===== config.mk =====
export PLATFORM = sky130hd
export DESIGN_NAME = v3n_sqrt_pipe
export DESIGN_NICKNAME = d
export VERILOG_FILES = /design/src/rtl/core/vector3_normalize_core_macros.svh /design/src/rtl/core/v3n_pkg.sv /design/src/rtl/core/v3n_sqrt_pipe.sv
export SDC_FILE = /design/constraint.sdc
export NUM_CORES = 2
export LEC_CHECK = 0
export BUFFER_PORTS_ARGS = -buffer_cell sky130_fd_sc_hd__buf_2
export CORE_MARGIN = 4
export CORE_UTILIZATION = 55
export CTS_CLUSTER_SIZE = 24
export DETAILED_ROUTE_END_ITERATION = 10
export PLACE_DENSITY = 0.74
export SYNTH_ARGS = -nofsm -noshare
export SYNTH_HDL_FRONTEND = slang
export SYNTH_SLANG_ARGS = --single-unit

===== constraint.sdc =====
create_clock -name clk -period 3.3 [get_ports clk]
set_input_delay 0.495 -clock clk [delete_from_list [all_inputs] [get_ports clk]]
set_output_delay 0.495 -clock clk [all_outputs]
set_load 0.05 [all_outputs]

===== src/rtl/core/vector3_normalize_core_macros.svh =====
// Assertion macros for the vector normalize RTL.
`ifndef VECTOR3_NORMALIZE_CORE_MACROS_SVH
`define VECTOR3_NORMALIZE_CORE_MACROS_SVH

// Same-cycle implication, sampled on clk, off while rst_n is low.
`define V3N_ASSERT_NOW(lbl, ante, cons, msg) \
    lbl: assert property (@(posedge clk) disable iff (!rst_n) (ante) |-> (cons)) \
        else $error(msg);

// Next-cycle implication, sampled on clk, off while rst_n is low.
`define V3N_ASSERT_NEXT(lbl, ante, cons, msg) \
    lbl: assert property (@(posedge clk) disable iff (!rst_n) (ante) |=> (cons)) \
        else $error(msg);

`endif


===== src/rtl/core/v3n_pkg.sv =====
// Types and constants of the 3D vector normalize core.
package v3n_pkg;

    localparam int COMPONENT_WIDTH    = 24;
    localparam int UNIT_FRACTION_BITS = 30;
    localparam int LENGTH_WIDTH       = 32;
    localparam int UNIT_WIDTH         = 32;

    // Sum of squares stays below 2^(2*COMPONENT_WIDTH); radicand carries 16 more bits
    localparam int SUM_WIDTH  = 2 * COMPONENT_WIDTH;
    localparam int RAD_WIDTH  = SUM_WIDTH + 16;
    localparam int ROOT_WIDTH = RAD_WIDTH / 2;

    typedef struct packed {
        logic signed [COMPONENT_WIDTH-1:0] comp_x;
        logic signed [COMPONENT_WIDTH-1:0] comp_y;
        logic signed [COMPONENT_WIDTH-1:0] comp_z;
    } vec_item_t;

    typedef struct packed {
        logic        [LENGTH_WIDTH-1:0] vector_length;
        logic signed [UNIT_WIDTH-1:0]   unit_x;
        logic signed [UNIT_WIDTH-1:0]   unit_y;
        logic signed [UNIT_WIDTH-1:0]   unit_z;
        logic                           zero_vector;
    } res_item_t;

endpackage


===== src/rtl/core/v3n_sqrt_pipe.sv =====
// Pipelined integer square root, one root bit per stage.
module v3n_sqrt_pipe (
    input  logic                                 clk,
    input  logic                                 en,
    input  logic [v3n_pkg::RAD_WIDTH-1:0]        rad,
    output logic [v3n_pkg::ROOT_WIDTH-1:0]       root
);

    localparam int RAD_W  = v3n_pkg::RAD_WIDTH;
    localparam int ROOT_W = v3n_pkg::ROOT_WIDTH;
    localparam int REM_W  = ROOT_W + 2;

    // Stage registers; the last stage keeps only the root
    logic [RAD_W-1:0]  rad_reg  [1:ROOT_W-1];
    logic [ROOT_W-1:0] rem_reg  [1:ROOT_W-1];
    logic [ROOT_W-1:0] root_reg [1:ROOT_W];

    for (genvar i = 0; i < ROOT_W; i++) begin : g_stage
        logic [RAD_W-1:0]  rad_cur;
        logic [ROOT_W-1:0] rem_cur;
        logic [ROOT_W-1:0] root_cur;
        logic [REM_W-1:0]  rem_sh;
        logic [REM_W-1:0]  trial;
        logic [REM_W-1:0]  rem_next;
        logic [ROOT_W-1:0] root_next;

        if (i == 0) begin : g_first
            assign rad_cur  = rad;
            assign rem_cur  = '0;
            assign root_cur = '0;
        end else begin : g_mid
            assign rad_cur  = rad_reg[i];
            assign rem_cur  = rem_reg[i];
            assign root_cur = root_reg[i];
        end

        // Bring down two radicand bits, try root*4+1
        always_comb
        begin
            rem_sh = {rem_cur, rad_cur[RAD_W-1 -: 2]};
            trial  = {root_cur, 2'b01};
            if (rem_sh >= trial)
            begin
                rem_next  = rem_sh - trial;
                root_next = {root_cur[ROOT_W-2:0], 1'b1};
            end
            else
            begin
                rem_next  = rem_sh;
                root_next = {root_cur[ROOT_W-2:0], 1'b0};
            end
        end

        always_ff @(posedge clk)
        begin
            if (en)
            begin
                root_reg[i+1] <= root_next;
            end
        end

        if (i < ROOT_W - 1) begin : g_carry
            always_ff @(posedge clk)
            begin
                if (en)
                begin
                    rad_reg[i+1] <= rad_cur << 2;
                    rem_reg[i+1] <= rem_next[ROOT_W-1:0];
                end
            end
        end
    end

    assign root = root_reg[ROOT_W];

endmodule


==> results.ini <==
[status]
status = complete, but fails checks
violations = setup timing

[synth]
synth-seq-area-share = 0.647
synth_area_per_cell_um2 = 13.1
synth-edff-count = 2466
synthDistinctLibCells = 87
synth_top_cell_by_area = edfxtp_1
synthFlopType = edfxtp_1
ys_top_cells_by_area = edfxtp_1, ha_1, xor2_1
syn_inst = 8768
synth.net_count = 9395
synthArstFlopShare = 0
syn-cell-area_um2 = 114000
synth-seq-cells = 2466
netlist.area_leader.share = 0.647
yosysWarningCount = 0

[global_routing]
grt_pass1_vias = 71500
antenna_found_initial = 3
grt_pass1_wl_um = 369000
grt_start_max_net_pins = 133
grtUsageTotal = 0.210
grt_overflow = 0

[cts]
cts_made_buffers = 277
cts.sinks = 2466
clock-root-buffer = clkbuf_16
tritoncts = built
clock_latency_ps = 900
cts_max_level = 5
clk_path_buf_depth = 4
clk_transition_reported_paths_ps = 60

[timing]
finalHoldViolations = 0
relSlewSlack = 0.465
fin_skew_ps = 54.1
slew_viol_final = 0
fin_crit_ps = 3370
fin_ws_ps = -74.4
fin_tns_setup_ps = -365
hold_ws_ps = 296
fmaxAchievable_mhz = 296
setup_viol = 11
worst_slew_pin_slew_ps = 803
fin_crit_sh = 1.02
rsz0062_at_grt = true

[finish]
drive_gt1_frac = 0.156
area_delta_synth_final_pct = 17.2
finish.utilization = 0.648
largest_reg_flops = 992
stdcell_area_um2 = 134000
final_nets = 10300
fin_cells = 12600

[power]
p_leak_nw = 52.4
ir_worst_vdd_mv = 0.599
power.total_mw = 93.4
cellPowerDensity_nw_per_um2 = 696

[drt]
viasPerCell = 5.62
postRouteAntennaNets = 0
dr_total_vias = 71000
post_drt_wl_per_cell_um = 18.5
drt_iter0_drc = 5343
dr.pass1.iters = 8
drt_wl_total_um = 233000
drc = 0

[floorplan]
die_w_um = 464
ios = 98
die_h_um = 464
initial_utilization = 0.553
fp-row-count = 167
core-area_um2 = 207000
dieArea_um2 = 215000

[place]
pre_cts_slack_ps = -211
io_buffers = 97
placed_cell_area_um2 = 122000
gp_congestion = 0.923
dpl.hpwl_um = 162000
place_inst = 12000

[worst_setup_path]
required_ps = 3920
crit_type = reg2reg
crit_fanout = 7
arrival_ps = 3990
r2r_setup_slack_ps = -70
cp-start-kind = flip-flop
crit_path_end_kind = flip-flop

[run]
cap_violations = 0

[worst_hold_path]
hold_class = in2reg

-- worst max-delay path: stages (launching register included) --
cell      delay (ps)
edfxtp_1         380
or4_4            540
or3_4            340
or4_4            420
or4_4            450
nor3_4           180
and4bb_1         280
or4_4            280
nor4_4            60
xor2_1           150
-- what timing repair did --
action                     CTS  global route
gates resized for setup     73           303
pin swaps                   23            81
buffers inserted            10            54
hold endpoints to repair    99             0
hold buffers                66             0
cloned                       2            12
setup endpoints to repair  243           561
-- worst paths after layout --
check / start / end / cells after the start
setup / recovery: rem_reg[0][210] / rem_reg[0][253] / 9
hold / removal: rad[3] / rad_reg[0][65] / 2
setup reg to reg: rem_reg[0][210] / rem_reg[0][253] / 9
hold reg to reg: rad_reg[1][342] / rad_reg[1][406] / 0
-- layout by cell type (no fill, tap or decap), drive strengths merged, types with 243 or more instances in the layout --
cell / n
buf: 692
ha: 561
nand2: 551
clkbuf: 351
inv: 724
nor2: 523
xor2: 420
a21oi: 549
a21o: 243
edfxtp: 2466
xnor2: 351
o21ai: 440
-- power by group --
| part | internal [mW] | leakage (nW) | switching (mW) |
|---|---|---|---|
| logic | 9.89 | 24.5 | 11.7 |
| registers | 39.8 | 23.7 | 2.66 |
| clock network | 17.6 | 4.16 | 11.7 |
-- kinds of logic (layout without fill, tap and decap cells) --
family          after synthesis  in the layout  share of synthesized area
flops                      2466           2466                      0.647
simple gates               2191           2191                     0.0947
compound gates             1749           1750                     0.0948
buf+inv                     888           1955                     0.0294
xor+xnor                    771            771                     0.0590
fa+ha+maj                   561            561                     0.0613
mux                         141            141                     0.0137
other cells                   1              5                  0.0000328
-- area by class of cell --
type                            instances  area (um2)
Antenna cell                            4        10.0
Clock buffer                          343        7330
Clock inverter                        126        1270
Fill cell                           14800       72900
Inverter                              719        2710
Multi-Input combinational cell       5415       38700
Sequential cell                      2466       74100
Tap cell                             2788        3490
Timing Repair Buffer                  766        6530
Timing Repair inverter                  1        7.51
-- synthesized netlist by cell type (all sizes together), types with 54 or more instances --
library cell / instances
edfxtp: 2466
inv: 718
ha: 561
nand2: 551
a21oi: 549
nor2: 523
o21ai: 440
xor2: 420
xnor2: 351
a21o: 243
nor3: 235
clkbuf: 151
nand3: 143
mux2: 126
nand2b: 118
nor4: 112
o21a: 106
or3: 91
nand4: 83
nor2b: 74
a31oi: 54
o31ai: 54
-- routing by layer --
layer	part of all wire	track usage	vias up
li1	-	-	34200
met1	0.41	0.260	34500
met2	0.51	0.373	1796
met3	0.042	0.0284	603
met4	0.040	0.0845	2
met5	0.000030	0	-
Power figures use the tool's default switching activity.
